**config.mk**
```make
export PLATFORM = sky130hd
export DESIGN_NAME = cell_range_reference_parser_core_flat
export DESIGN_NICKNAME = d
export VERILOG_FILES = /design/src/sv/crrp_pkg.sv /design/src/sv/crrp_if.sv /design/src/sv/crrp_step.sv /design/src/sv/cell_range_reference_parser_core.sv /design/src/flat_wrapper.sv
export VERILOG_INCLUDE_DIRS = /design/src /design/src/sv
export SDC_FILE = /design/constraint.sdc
export NUM_CORES = 1
export LEC_CHECK = 0
export BUFFER_PORTS_ARGS = -buffer_cell sky130_fd_sc_hd__buf_2
export CORE_AREA = 2 2 185 187
export DETAILED_ROUTE_END_ITERATION = 8
export DIE_AREA = 0 0 187 189
export GPL_TIMING_DRIVEN = 0
export MAX_ROUTING_LAYER = met4
export RECOVER_POWER = 100
export SLEW_MARGIN = 20
export SYNTH_ARGS = -nofsm -noshare
export SYNTH_HDL_FRONTEND = slang
export SYNTH_HIERARCHICAL = 1
export SYNTH_SLANG_ARGS = --single-unit
```
**constraint.sdc**
```tcl
create_clock -name clock -period 8.5 [get_ports clock]
set_input_delay 0.85 -clock clock [delete_from_list [all_inputs] [get_ports clock]]
set_output_delay 0.85 -clock clock [all_outputs]
set_load 0.03 [all_outputs]
```
**src/sv/cell_range_reference_parser_core_macros.svh**
```systemverilog
// Assertion macros shared by the range reference parser.
`ifndef CELL_RANGE_REFERENCE_PARSER_CORE_MACROS_SVH
`define CELL_RANGE_REFERENCE_PARSER_CORE_MACROS_SVH

`ifndef SYNTHESIS

// The consequent must hold in the same cycle as the antecedent.
`define CRRP_ASSERT_SAME(label, clk, rst, cond, expr) \
   label: assert property (@(posedge clk) disable iff (rst) (cond) |-> (expr)) \
      else $error("range parser assertion failed");

// The consequent must hold in the cycle after the antecedent.
`define CRRP_ASSERT_NEXT(label, clk, rst, cond, expr) \
   label: assert property (@(posedge clk) disable iff (rst) (cond) |=> (expr)) \
      else $error("range parser assertion failed");

`else

`define CRRP_ASSERT_SAME(label, clk, rst, cond, expr)
`define CRRP_ASSERT_NEXT(label, clk, rst, cond, expr)

`endif

`endif

```
**src/sv/crrp_pkg.sv**
```systemverilog
package crrp_pkg;

   localparam int unsigned     MAX_COLS_DEF = 16384;
   localparam longint unsigned MAX_ROWS_DEF = 64'd1048576;

   localparam int CH_W  = 8;
   localparam int COL_W = 14;
   localparam int ROW_W = 20;

   localparam logic [CH_W-1:0] CH_COLON    = 8'h3A;
   localparam logic [CH_W-1:0] CH_ZERO     = 8'h30;
   localparam logic [CH_W-1:0] CH_NINE     = 8'h39;
   localparam logic [CH_W-1:0] CH_UPPER_A  = 8'h41;
   localparam logic [CH_W-1:0] CH_UPPER_Z  = 8'h5A;
   localparam logic [CH_W-1:0] CH_LOWER_A  = 8'h61;
   localparam logic [CH_W-1:0] CH_LOWER_Z  = 8'h7A;
   localparam logic [CH_W-1:0] CASE_OFFSET = 8'h20;

   localparam int unsigned COL_RADIX = 26;
   localparam int unsigned ROW_RADIX = 10;

   typedef enum logic [2:0] {
      PH_FIRST_LETTER,
      PH_START_LETTERS,
      PH_START_DIGITS,
      PH_END_FIRST_LETTER,
      PH_END_LETTERS,
      PH_END_DIGITS,
      PH_TRAILING,
      PH_BAD
   } phase_type;

   typedef struct packed {
      phase_type phase;
      logic      overflow;
   } ctrl_type;

endpackage

```
**src/sv/crrp_if.sv**
```systemverilog
interface crrp_req_if;
   logic                      valid;
   logic                      ready;
   logic [crrp_pkg::CH_W-1:0] ch;
   logic                      last;

   modport source (output valid, output ch, output last, input ready);
   modport sink   (input valid, input ch, input last, output ready);
endinterface

interface crrp_rsp_if;
   logic                       valid;
   logic                       ready;
   logic [crrp_pkg::COL_W-1:0] start_col;
   logic [crrp_pkg::ROW_W-1:0] start_row;
   logic [crrp_pkg::COL_W-1:0] end_col;
   logic [crrp_pkg::ROW_W-1:0] end_row;
   logic                       ok;

   modport source (output valid, output start_col, output start_row, output end_col,
                   output end_row, output ok, input ready);
   modport sink   (input valid, input start_col, input start_row, input end_col,
                   input end_row, input ok, output ready);
endinterface

```
**src/sv/crrp_step.sv**
```systemverilog
module crrp_step #(
   parameter int unsigned     MAX_COLS = crrp_pkg::MAX_COLS_DEF,
   parameter longint unsigned MAX_ROWS = crrp_pkg::MAX_ROWS_DEF,
   parameter int              CW       = $clog2(MAX_COLS + 1),
   parameter int              RW       = $clog2(MAX_ROWS)
) (
   input  logic [crrp_pkg::CH_W-1:0]  ch,
   input  crrp_pkg::ctrl_type         ctrl,
   input  logic [CW-1:0]              col_acc,
   input  logic [RW-1:0]              row_acc,
   input  logic [CW-1:0]              saved_col,
   input  logic [RW-1:0]              saved_row,
   output crrp_pkg::ctrl_type         ctrl_next,
   output logic [CW-1:0]              col_next,
   output logic [RW-1:0]              row_next,
   output logic                       save_start,
   output logic [crrp_pkg::COL_W-1:0] start_col,
   output logic [crrp_pkg::ROW_W-1:0] start_row,
   output logic [crrp_pkg::COL_W-1:0] end_col,
   output logic [crrp_pkg::ROW_W-1:0] end_row,
   output logic                       ok
);
   import crrp_pkg::*;

   localparam logic [CW+4:0] COL_LIMIT = (CW+5)'(MAX_COLS);
   localparam logic [RW+3:0] ROW_LIMIT = (RW+4)'(MAX_ROWS - 1);

   logic              is_lower;
   logic [CH_W-1:0]   up;
   logic              is_letter;
   logic              is_digit;
   logic              is_colon;
   logic [CW+4:0]     col_sum;
   logic [RW+3:0]     row_sum;
   logic              col_ovf;
   logic              row_ovf;
   logic              add_letter;
   logic              add_digit;
   logic              ovf_next;
   logic [CW-1:0]     end_col_zb;
   logic [CW+COL_W-1:0] start_col_wide;
   logic [CW+COL_W-1:0] end_col_wide;
   logic [RW+ROW_W-1:0] start_row_wide;
   logic [RW+ROW_W-1:0] end_row_wide;

   // Character classes; lower case letters fold onto upper case.
   always_comb begin
      is_lower  = (ch >= CH_LOWER_A) && (ch <= CH_LOWER_Z);
      up        = is_lower ? ch - CASE_OFFSET : ch;
      is_letter = (up >= CH_UPPER_A) && (up <= CH_UPPER_Z);
      is_digit  = (ch >= CH_ZERO) && (ch <= CH_NINE);
      is_colon  = (ch == CH_COLON);
   end

   // One multiply-add per accumulator, checked against its limit.
   always_comb begin
      col_sum = (CW+5)'(col_acc) * (CW+5)'(COL_RADIX)
              + (CW+5)'(up - CH_UPPER_A) + (CW+5)'(1);
      row_sum = (RW+4)'(row_acc) * (RW+4)'(ROW_RADIX) + (RW+4)'(ch - CH_ZERO);
      col_ovf = col_sum > COL_LIMIT;
      row_ovf = row_sum > ROW_LIMIT;
   end

   // Next phase.
   always_comb begin
      ctrl_next.phase    = ctrl.phase;
      ctrl_next.overflow = ovf_next;
      unique case (ctrl.phase)
         PH_FIRST_LETTER:     ctrl_next.phase = is_letter ? PH_START_LETTERS : PH_BAD;
         PH_END_FIRST_LETTER: ctrl_next.phase = is_letter ? PH_END_LETTERS : PH_BAD;
         PH_START_LETTERS: begin
            if (is_digit) begin
               ctrl_next.phase = PH_START_DIGITS;
            end else if (!is_letter) begin
               ctrl_next.phase = PH_BAD;
            end
         end
         PH_END_LETTERS: begin
            if (is_digit) begin
               ctrl_next.phase = PH_END_DIGITS;
            end else if (!is_letter) begin
               ctrl_next.phase = PH_BAD;
            end
         end
         PH_START_DIGITS: begin
            if (is_colon) begin
               ctrl_next.phase = PH_END_FIRST_LETTER;
            end else if (!is_digit) begin
               ctrl_next.phase = PH_BAD;
            end
         end
         PH_END_DIGITS: begin
            if (!is_digit) begin
               ctrl_next.phase = PH_TRAILING;
            end
         end
         PH_TRAILING: ctrl_next.phase = PH_TRAILING;
         PH_BAD:      ctrl_next.phase = PH_BAD;
         default:     ctrl_next.phase = PH_BAD;
      endcase
   end

   // Accumulator updates.
   always_comb begin
      add_letter = 1'b0;
      add_digit  = 1'b0;
      save_start = 1'b0;
      case (ctrl.phase)
         PH_FIRST_LETTER, PH_END_FIRST_LETTER: add_letter = is_letter;
         PH_START_LETTERS, PH_END_LETTERS: begin
            add_letter = is_letter;
            add_digit  = !is_letter && is_digit;
         end
         PH_START_DIGITS: begin
            add_digit  = is_digit;
            save_start = !is_digit && is_colon;
         end
         PH_END_DIGITS: add_digit = is_digit;
         default: begin
            add_letter = 1'b0;
         end
      endcase

      ovf_next = ctrl.overflow || (add_letter && col_ovf) || (add_digit && row_ovf);
      col_next = col_acc;
      row_next = row_acc;
      if (save_start) begin
         col_next = '0;
         row_next = '0;
      end else if (add_letter && !col_ovf) begin
         col_next = col_sum[CW-1:0];
      end else if (add_digit && !row_ovf) begin
         row_next = row_sum[RW-1:0];
      end
   end

   // Result as seen after this byte.
   always_comb begin
      ok = ((ctrl_next.phase == PH_END_DIGITS) || (ctrl_next.phase == PH_TRAILING))
           && !ctrl_next.overflow;
      end_col_zb     = col_next - CW'(1);
      start_col_wide = {COL_W'(0), saved_col};
      end_col_wide   = {COL_W'(0), end_col_zb};
      start_row_wide = {ROW_W'(0), saved_row};
      end_row_wide   = {ROW_W'(0), row_next};
      start_col = ok ? start_col_wide[COL_W-1:0] : '0;
      start_row = ok ? start_row_wide[ROW_W-1:0] : '0;
      end_col   = ok ? end_col_wide[COL_W-1:0] : '0;
      end_row   = ok ? end_row_wide[ROW_W-1:0] : '0;
   end

endmodule

```
**src/sv/cell_range_reference_parser_core.sv**
```systemverilog
// A byte is registered in the input stage at its transfer and is processed from there;
// the result of a last byte is registered in the result register, which drives the result channel.
// Throughput: one byte per cycle while the result register can take a last byte.
// Reset (synchronous, active high) empties both stages and returns the parser to
// expecting the first letter; each result also returns it there for the next text.
`include "cell_range_reference_parser_core_macros.svh"

module cell_range_reference_parser_core #(
   parameter int unsigned     MAX_COLS = crrp_pkg::MAX_COLS_DEF,
   parameter longint unsigned MAX_ROWS = crrp_pkg::MAX_ROWS_DEF
) (
   input logic        clock,
   input logic        reset,
   crrp_req_if.sink   req_bus,
   crrp_rsp_if.source rsp_bus
);
   import crrp_pkg::*;

   localparam int CW = $clog2(MAX_COLS + 1);
   localparam int RW = $clog2(MAX_ROWS);

   logic            s1_valid_ff, s1_valid_in;
   logic [CH_W-1:0] s1_ch_ff;
   logic            s1_last_ff;
   logic            s1_fire;
   logic            out_free;

   ctrl_type        ctrl_ff, ctrl_in, ctrl_step;
   logic [CW-1:0]   col_acc_ff, col_acc_in, col_step;
   logic [RW-1:0]   row_acc_ff, row_acc_in, row_step;
   logic [CW-1:0]   saved_col_ff;
   logic [RW-1:0]   saved_row_ff;
   logic            save_start;

   logic [COL_W-1:0] start_col, end_col;
   logic [ROW_W-1:0] start_row, end_row;
   logic             ok;

   logic             rsp_valid_ff, rsp_valid_in;
   logic [COL_W-1:0] rsp_start_col_ff, rsp_end_col_ff;
   logic [ROW_W-1:0] rsp_start_row_ff, rsp_end_row_ff;
   logic             rsp_ok_ff;

   // A last byte may only leave the input stage when the result register can take it.
   assign out_free      = !rsp_valid_ff || rsp_bus.ready;
   assign s1_fire       = s1_valid_ff && (!s1_last_ff || out_free);
   assign req_bus.ready = !s1_valid_ff || s1_fire;
   assign s1_valid_in   = req_bus.valid || (s1_valid_ff && !s1_fire);

   crrp_step #(
      .MAX_COLS (MAX_COLS),
      .MAX_ROWS (MAX_ROWS),
      .CW       (CW),
      .RW       (RW)
   ) u_step (
      .ch         (s1_ch_ff),
      .ctrl       (ctrl_ff),
      .col_acc    (col_acc_ff),
      .row_acc    (row_acc_ff),
      .saved_col  (saved_col_ff),
      .saved_row  (saved_row_ff),
      .ctrl_next  (ctrl_step),
      .col_next   (col_step),
      .row_next   (row_step),
      .save_start (save_start),
      .start_col  (start_col),
      .start_row  (start_row),
      .end_col    (end_col),
      .end_row    (end_row),
      .ok         (ok)
   );

   always_comb begin
      ctrl_in    = ctrl_ff;
      col_acc_in = col_acc_ff;
      row_acc_in = row_acc_ff;
      if (s1_fire) begin
         if (s1_last_ff) begin
            ctrl_in    = '{phase: PH_FIRST_LETTER, overflow: 1'b0};
            col_acc_in = '0;
            row_acc_in = '0;
         end else begin
            ctrl_in    = ctrl_step;
            col_acc_in = col_step;
            row_acc_in = row_step;
         end
      end
   end

   always_comb begin
      rsp_valid_in = rsp_valid_ff && !rsp_bus.ready;
      if (s1_fire && s1_last_ff) begin
         rsp_valid_in = 1'b1;
      end
   end

   always_ff @(posedge clock) begin
      if (reset) begin
         s1_valid_ff  <= 1'b0;
         rsp_valid_ff <= 1'b0;
         ctrl_ff      <= '{phase: PH_FIRST_LETTER, overflow: 1'b0};
         col_acc_ff   <= '0;
         row_acc_ff   <= '0;
      end else begin
         s1_valid_ff  <= s1_valid_in;
         rsp_valid_ff <= rsp_valid_in;
         ctrl_ff      <= ctrl_in;
         col_acc_ff   <= col_acc_in;
         row_acc_ff   <= row_acc_in;
      end
   end

   always_ff @(posedge clock) begin
      if (req_bus.valid && req_bus.ready) begin
         s1_ch_ff   <= req_bus.ch;
         s1_last_ff <= req_bus.last;
      end
      if (s1_fire && save_start) begin
         saved_col_ff <= col_acc_ff - CW'(1);
         saved_row_ff <= row_acc_ff;
      end
      if (s1_fire && s1_last_ff) begin
         rsp_start_col_ff <= start_col;
         rsp_start_row_ff <= start_row;
         rsp_end_col_ff   <= end_col;
         rsp_end_row_ff   <= end_row;
         rsp_ok_ff        <= ok;
      end
   end

   assign rsp_bus.valid     = rsp_valid_ff;
   assign rsp_bus.start_col = rsp_start_col_ff;
   assign rsp_bus.start_row = rsp_start_row_ff;
   assign rsp_bus.end_col   = rsp_end_col_ff;
   assign rsp_bus.end_row   = rsp_end_row_ff;
   assign rsp_bus.ok        = rsp_ok_ff;

   `CRRP_ASSERT_SAME(a_failed_result_zero, clock, reset, rsp_valid_ff && !rsp_ok_ff,
      rsp_start_col_ff == '0 && rsp_start_row_ff == '0
      && rsp_end_col_ff == '0 && rsp_end_row_ff == '0)
   `CRRP_ASSERT_NEXT(a_last_restarts, clock, reset, s1_fire && s1_last_ff,
      ctrl_ff.phase == PH_FIRST_LETTER && !ctrl_ff.overflow && col_acc_ff == '0 && row_acc_ff == '0)
   `CRRP_ASSERT_NEXT(a_last_gives_result, clock, reset, s1_fire && s1_last_ff, rsp_valid_ff)
   `CRRP_ASSERT_SAME(a_no_result_overwrite, clock, reset, rsp_valid_ff && !rsp_bus.ready,
      !(s1_fire && s1_last_ff))

endmodule
```
**src/flat_wrapper.sv**
```systemverilog
// flat-port wrapper written by rule: the top's interface ports become plain ports
module cell_range_reference_parser_core_flat import crrp_pkg::*;
#(
   parameter int unsigned     MAX_COLS = crrp_pkg::MAX_COLS_DEF,
   parameter longint unsigned MAX_ROWS = crrp_pkg::MAX_ROWS_DEF
)
  (clock, reset, req_bus_valid, req_bus_ch, req_bus_last, req_bus_ready, rsp_bus_valid, rsp_bus_start_col, rsp_bus_start_row, rsp_bus_end_col, rsp_bus_end_row, rsp_bus_ok, rsp_bus_ready);
  crrp_req_if req_bus_i ();
  crrp_rsp_if rsp_bus_i ();
  input logic clock;
  input logic reset;
  input wire logic [$bits(req_bus_i.valid)-1:0] req_bus_valid;
  input wire logic [$bits(req_bus_i.ch)-1:0] req_bus_ch;
  input wire logic [$bits(req_bus_i.last)-1:0] req_bus_last;
  output wire logic [$bits(req_bus_i.ready)-1:0] req_bus_ready;
  output wire logic [$bits(rsp_bus_i.valid)-1:0] rsp_bus_valid;
  output wire logic [$bits(rsp_bus_i.start_col)-1:0] rsp_bus_start_col;
  output wire logic [$bits(rsp_bus_i.start_row)-1:0] rsp_bus_start_row;
  output wire logic [$bits(rsp_bus_i.end_col)-1:0] rsp_bus_end_col;
  output wire logic [$bits(rsp_bus_i.end_row)-1:0] rsp_bus_end_row;
  output wire logic [$bits(rsp_bus_i.ok)-1:0] rsp_bus_ok;
  input wire logic [$bits(rsp_bus_i.ready)-1:0] rsp_bus_ready;
  assign req_bus_i.valid = req_bus_valid;
  assign req_bus_i.ch = req_bus_ch;
  assign req_bus_i.last = req_bus_last;
  assign req_bus_ready = req_bus_i.ready;
  assign rsp_bus_valid = rsp_bus_i.valid;
  assign rsp_bus_start_col = rsp_bus_i.start_col;
  assign rsp_bus_start_row = rsp_bus_i.start_row;
  assign rsp_bus_end_col = rsp_bus_i.end_col;
  assign rsp_bus_end_row = rsp_bus_i.end_row;
  assign rsp_bus_ok = rsp_bus_i.ok;
  assign rsp_bus_i.ready = rsp_bus_ready;
  cell_range_reference_parser_core #(.MAX_COLS(MAX_COLS), .MAX_ROWS(MAX_ROWS)) u_core (.clock(clock), .reset(reset), .req_bus(req_bus_i), .rsp_bus(rsp_bus_i));
endmodule
```
Yosys cells after proc, flatten, opt, wreduce, memory -nomap -nowiden
Cells that the tools add are included.
Word-level totals
  flip-flop bits (word level): 153
  input port bits: 13
  output and inout port bits: 71
  logic and storage cells: 102
Cells by class
  add/sub/neg operators: 8
  multiply operators: 2
  magnitude comparators: 8
  equality and inequality tests: 10
  mux-type cells: 22
  reduce and logical (&&, ||, !) cells: 37
Operators with widths (number)
  two-way mux 20 bit: 4
  two-way mux 15 bit: 3
  subtractor 14 x 1 -> 14 bit, second input constant: 2
  adder 24 bit: 1
  greater-than comparator 24 x 20 -> 1 bit, second input constant: 1
  one-hot mux 3 bit (8 select lines): 1
  multiplier 20 x 3 -> 23 bit, second input constant: 1
  two-way mux 3 bit: 7
  adder 20 x 1 -> 20 bit, second input constant: 1
  adder 20 bit: 1
  greater-than comparator 20 x 15 -> 1 bit, second input constant: 1
  multiplier 15 x 4 -> 19 bit, second input constant: 1
  equality test 3 bit, second input constant: 6
  >= comparator 8 x 7 -> 1 bit, second input constant: 2
  less-or-equal comparator 8 x 7 -> 1 bit, second input constant: 2
  logical AND 1 bit: 16
  zero test 1 bit: 10
  subtractor 8 x 6 -> 9 bit, second input constant: 1
  subtractor 8 x 7 -> 9 bit, second input constant: 1
  equality test 8 x 6 -> 1 bit, second input constant: 1
  >= comparator 8 x 6 -> 1 bit, second input constant: 1
  less-or-equal comparator 8 x 6 -> 1 bit, second input constant: 1
  two-way mux 8 bit: 1
  subtractor 8 x 6 -> 8 bit, second input constant: 1
  other kinds (10): 20

Longest topological paths before layout
  depth in word-level cells: 13
  depth in mapped cells: 36
  mapped depth without buffers: 34

Modules after synthesis
Netlist, hierarchy kept.
Modules (own cells, without submodules)
  crrp_step: instances 1, cells each 893, area an instance 6269.8 um^2, seq. area each 0.0 um^2
  cell_range_reference_parser_core: instances 1, cells each 337, area an instance 5198.7 um^2, seq. area each 4214.0 um^2

Worst setup path after synthesis
Ideal clock, no wire load.
  kind: register to register
  start point: reg u_core.col_acc_ff[3]
  end point: reg u_core.rsp_end_col_ff[6], in the netlist u_core/rsp_bus.end_col[6], data pin
  setup time: 0.131 ns
  arrival: 7.121 ns
  path slack: 1.247 ns
  stages on the path, launching flop included: 34
  path buffers: 2
  clock period less this slack: 7.253 ns
  path through: dfxtp_1 ha_1 fa_1 ha_1 nor2b_1 o21ai_0 a21boi_0 o21ai_0 a21boi_0 o21ai_0 nand2b_1 a21o_1 a21o_1 a31o_2 xor2_1 ha_1 a21oi_1 nand2_1 xnor2_1 nand3b_1 or4_1 or4b_1 a2bb2oi_2 nand3_2 buf_6 buf_2 a21oi_1 nor2_1 inv_1 ha_1 inv_1 or3_1 or4_1 nand2_1
On the way
  longest elaborated chain between the ends: 9
RTL lines
  start: declaration: line cell_range_reference_parser_core.sv:29  | logic [CW-1:0] col_acc_ff, col_acc_in, col_step;
  start signal: assignment: line cell_range_reference_parser_core.sv:108  | col_acc_ff <= col_acc_in;
  multiplier 15 x 4 -> 19 bit: line crrp_step.sv:57  | col_sum = (CW+5)'(col_acc) * (CW+5)'(COL_RADIX)
  adder 20 bit: line crrp_step.sv:58  | + (CW+5)'(up - CH_UPPER_A) + (CW+5)'(1);
  adder 20 x 1 -> 20 bit: line crrp_step.sv:58
  greater-than comparator 20 x 15 -> 1 bit: line crrp_step.sv:60  | col_ovf = col_sum > COL_LIMIT;
  zero test 1 bit: line crrp_step.sv:130  | end else if (add_letter && !col_ovf) begin
  logical AND 1 bit: line crrp_step.sv:130
  two-way mux 15 bit: line crrp_step.sv:130
  two-way mux 15 bit: line crrp_step.sv:127  | if (save_start) begin
  via u_core.col_step[0]: line cell_range_reference_parser_core.sv:29
  subtractor 14 x 1 -> 14 bit: line crrp_step.sv:141  | end_col_zb = col_next - CW'(1);
  end signal: assignment: line cell_range_reference_parser_core.sv:125  | rsp_end_col_ff <= end_col;
  end: declaration: line cell_range_reference_parser_core.sv:40  | logic [COL_W-1:0] rsp_start_col_ff, rsp_end_col_ff;
The timed path passes the listed nets, and every way through them passes these cells.
A chain may end at the register's enable or synchronous reset.

Final worst setup path
  start point: reg u_core.col_acc_ff[2]
  end point: reg u_core.rsp_end_col_ff[6], in the netlist u_core/rsp_bus.end_col[6], data pin
The elaborated chain is that of the path after synthesis.

==> out/summary.json <==
{
  "cts": {
    "clockBufferDepth": 2,
    "cts_hold_repair.buffers": 0,
    "cts_sinks": 153,
    "htree_num_levels": 4,
    "cts_setup_buffers": 0,
    "cts_tree": "yes",
    "clockRootBuffer": "sky130_fd_sc_hd__clkbuf_16",
    "cts_inserted_buffers": 17,
    "cts.repair.resized": 0,
    "clk_pin_slew_worst_paths_ns": 0.06,
    "clock_insertion_delay_at_the_later_pin_of_the_skew_report_ns": 0.44
  },
  "job": {
    "drv_cap": 1
  },
  "drt": {
    "route.final.wire_length_um": 27100,
    "detailroute.via_count": 9095,
    "drt_pre_antenna_iters": 5,
    "via_per_inst": 5.07,
    "drtIter0Drc": 589,
    "route.antenna.remaining_nets": 0,
    "detailed_route_wire_length_per_cell_um": 15.1,
    "drt_drc_violations_left": 0
  },
  "worst_hold_path": {
    "min_delay_worst_endpoint": "u_core/ctrl_ff[1]",
    "hp-class": "reg2reg",
    "whs_path_depth": 2,
    "hold_start": "u_core/ctrl_ff[1]"
  },
  "global_route": {
    "number_of_global_route_vias_before_repair": 8437,
    "grt_util_all_layers_pct": 15.8,
    "grt_util_met2_pct": 24.0,
    "grt_util_met1_pct": 21.8,
    "met3_track_demand_over_resource_in_global_routing_pct": 2.56,
    "grt_pass1_wl_um": 43500,
    "number_of_antenna_violations_at_the_first_check_in_global_routing": 0,
    "grt-busiest-layer": "met2",
    "grt_max_degree": 54,
    "grt_overflow": 0
  },
  "place": {
    "numPlacedInstances": 1762,
    "area_of_placed_instances_sq_mm": 0.0125,
    "post-dp-hpwl_um": 21000,
    "routability_congestion": 0.890,
    "buffer_ports.inserted": 82
  },
  "power_and_ir_drop": {
    "power_density_mw_per_mm2": 133,
    "worst_case_vdd_ir_drop_v": 0.000139,
    "static-leakage-power_nw": 5.75
  },
  "sta": {
    "fin_crit_sh_pct": 94.1,
    "finalMaxSlewViolations": 54,
    "whs_ns": 0.497,
    "final-hold-violation-count": 0,
    "rsz0062_at_grt": "no",
    "max_clock_freq_mhz": 125,
    "timing_worst_slew_pin_value_ns": 2.76,
    "finalClockSkew_ns": 0.0167,
    "timing.setup.tns_ns": 0,
    "setup_viol_count_final": 0,
    "final.min_clock_period_ns": 8.00,
    "timing.max_slew.rel_slack_pct": -83.7
  },
  "synthesis": {
    "mappedNetlistNets": 1373,
    "yosys_warnings": 6,
    "netlist_area_sq_mm": 0.0114,
    "synth.avg_cell_area_sq_um": 9.31,
    "post_synthesis_instance_total": 1226
  },
  "final_layout": {
    "final_cell_area_sq_mm": 0.0129,
    "layout.filler_cells": 3366,
    "num_antenna_cells": 0,
    "nets": 1480,
    "layout.cells.most_common": "sky130_fd_sc_hd__nor2_1",
    "multi_input_gate_area_sq_mm": 0.00669,
    "layout_common_cells": "129 x sky130_fd_sc_hd__nor2_1, 120 x sky130_fd_sc_hd__ha_1, 112 x sky130_fd_sc_hd__clkbuf_1, 112 x sky130_fd_sc_hd__edfxtp_1, 108 x sky130_fd_sc_hd__a21oi_1",
    "final_layout_size_suffix_gt1_share_pct": 6.61,
    "area_growth_synth_to_finish_pct": 12.9,
    "finalNonFillerCells": 1794,
    "regArea_sq_mm": 0.00420
  },
  "die": {
    "num_rows": 67,
    "core_sq_mm": 0.0333,
    "chipHeight_um": 189,
    "initial_utilization_pct": 34.3,
    "die_area_sq_mm": 0.0353,
    "die_w_um": 187,
    "floorplan.io_pins": 84
  },
  "worst_setup_path": {
    "critical_path.reg2reg.startpoint": "u_core/col_acc_ff[2]",
    "worst_r2r_endpoint": "u_core/rsp_bus.end_col[6]",
    "worst-path-max-fanout": 11,
    "r2r_setup_slack_ns": 0.50,
    "critical_path_class": "reg2reg",
    "setup.worst_path.start_class": "register",
    "cp_slowest_stage_delay_ns": 0.55,
    "cp-end-kind": "register",
    "reg2regPathDepth": 33,
    "critical_path_required_ns": 8.79,
    "cell_at_the_slowest_stage_of_the_critical_path": "sky130_fd_sc_hd__or4b_1",
    "path_common_cell": "sky130_fd_sc_hd__ha_1",
    "crit_arrival_ns": 8.29
  },
  "outcome": {
    "run_status": "complete, but fails checks",
    "violations": "max-capacitance violations, max-slew violations"
  }
}
## how the worst max path moves through the flow
stage	start	to	slack, ns
2_1_floorplan	u_core/col_acc_ff[3]	u_core/rsp_bus.end_col[6]	1.25
3_3_place_gp	u_core/col_acc_ff[2]	u_core/rsp_bus.end_col[6]	0.22
3_5_place_dp	u_core/col_acc_ff[3]	u_core/rsp_bus.end_col[6]	0.17
4_1_cts	u_core/col_acc_ff[3]	u_core/rsp_bus.end_col[6]	0.1
5_1_grt	u_core/col_acc_ff[2]	u_core/rsp_bus.end_col[8]	0.05
6_report	u_core/col_acc_ff[2]	u_core/rsp_bus.end_col[6]	0.50
## area by class of cell
cell class / instances / share of cell area (%)
clock inverters: 12 / 0.990
flip-flops and latches: 153 / 32.6
multi-input cells: 942 / 51.9
inverters: 85 / 2.48
plain buffers: 46 / 1.67
clock buffers: 20 / 3.39
repair buffers: 88 / 2.70
well taps: 448 / 4.35
## stage by stage
| step | setup slack [ns] | total power [mW] | util [%] |
|---|---|---|---|
| finish | 0.504 | 1.71 | 38.7 |
| detailed placement | 0.169 | 1.00 | 37.5 |
| global placement | 0.217 | 0.998 | 37.2 |
| floorplan | 1.25 | 0.954 | - |
| CTS | 0.0963 | 1.73 | 39.2 |
| global route | 0.0526 | 1.77 | 38.7 |
## critical path: cells and delay by family (launching register included)
| kind | cells | cell delay [ns] |
|---|---|---|
| simple gates | 11 | 2.71 |
| fa+ha+maj | 5 | 1.64 |
| xor+xnor | 2 | 0.43 |
| compound gates | 11 | 2.07 |
| buf+inv | 4 | 0.60 |
| flops | 1 | 0.39 |
## report_power, final
| group | internal [mW] | switching, mW | total [mW] |
|---|---|---|---|
| Clock | 0.430 | 0.298 | 0.728 |
| Sequential | 0.807 | 0.00763 | 0.815 |
| Combinational | 0.0568 | 0.111 | 0.168 |
## registers in the layout, indices dropped and copies added (netlist names)
signal / count
u_core/s1_ch_ff: 8
u_core/s1_valid_ff: 1
u_core/rsp_bus.ok: 1
u_core/ctrl_ff: 4
u_core/row_acc_ff: 20
u_core/rsp_bus.start_row: 20
u_core/rsp_bus.valid: 1
u_core/saved_col_ff: 14
u_core/s1_last_ff: 1
u_core/rsp_bus.end_col: 14
u_core/rsp_bus.end_row: 20
u_core/col_acc_ff: 15
u_core/saved_row_ff: 20
u_core/rsp_bus.start_col: 14
## layer usage
metal | vias up | wire length [um]
met3 | 27 | 1060
met4 | 0 | 399
met1 | 4282 | 13800
met5 | - | 0
li1 | 4585 | -
met2 | 201 | 11900
(Power assumes the default switching activity.)
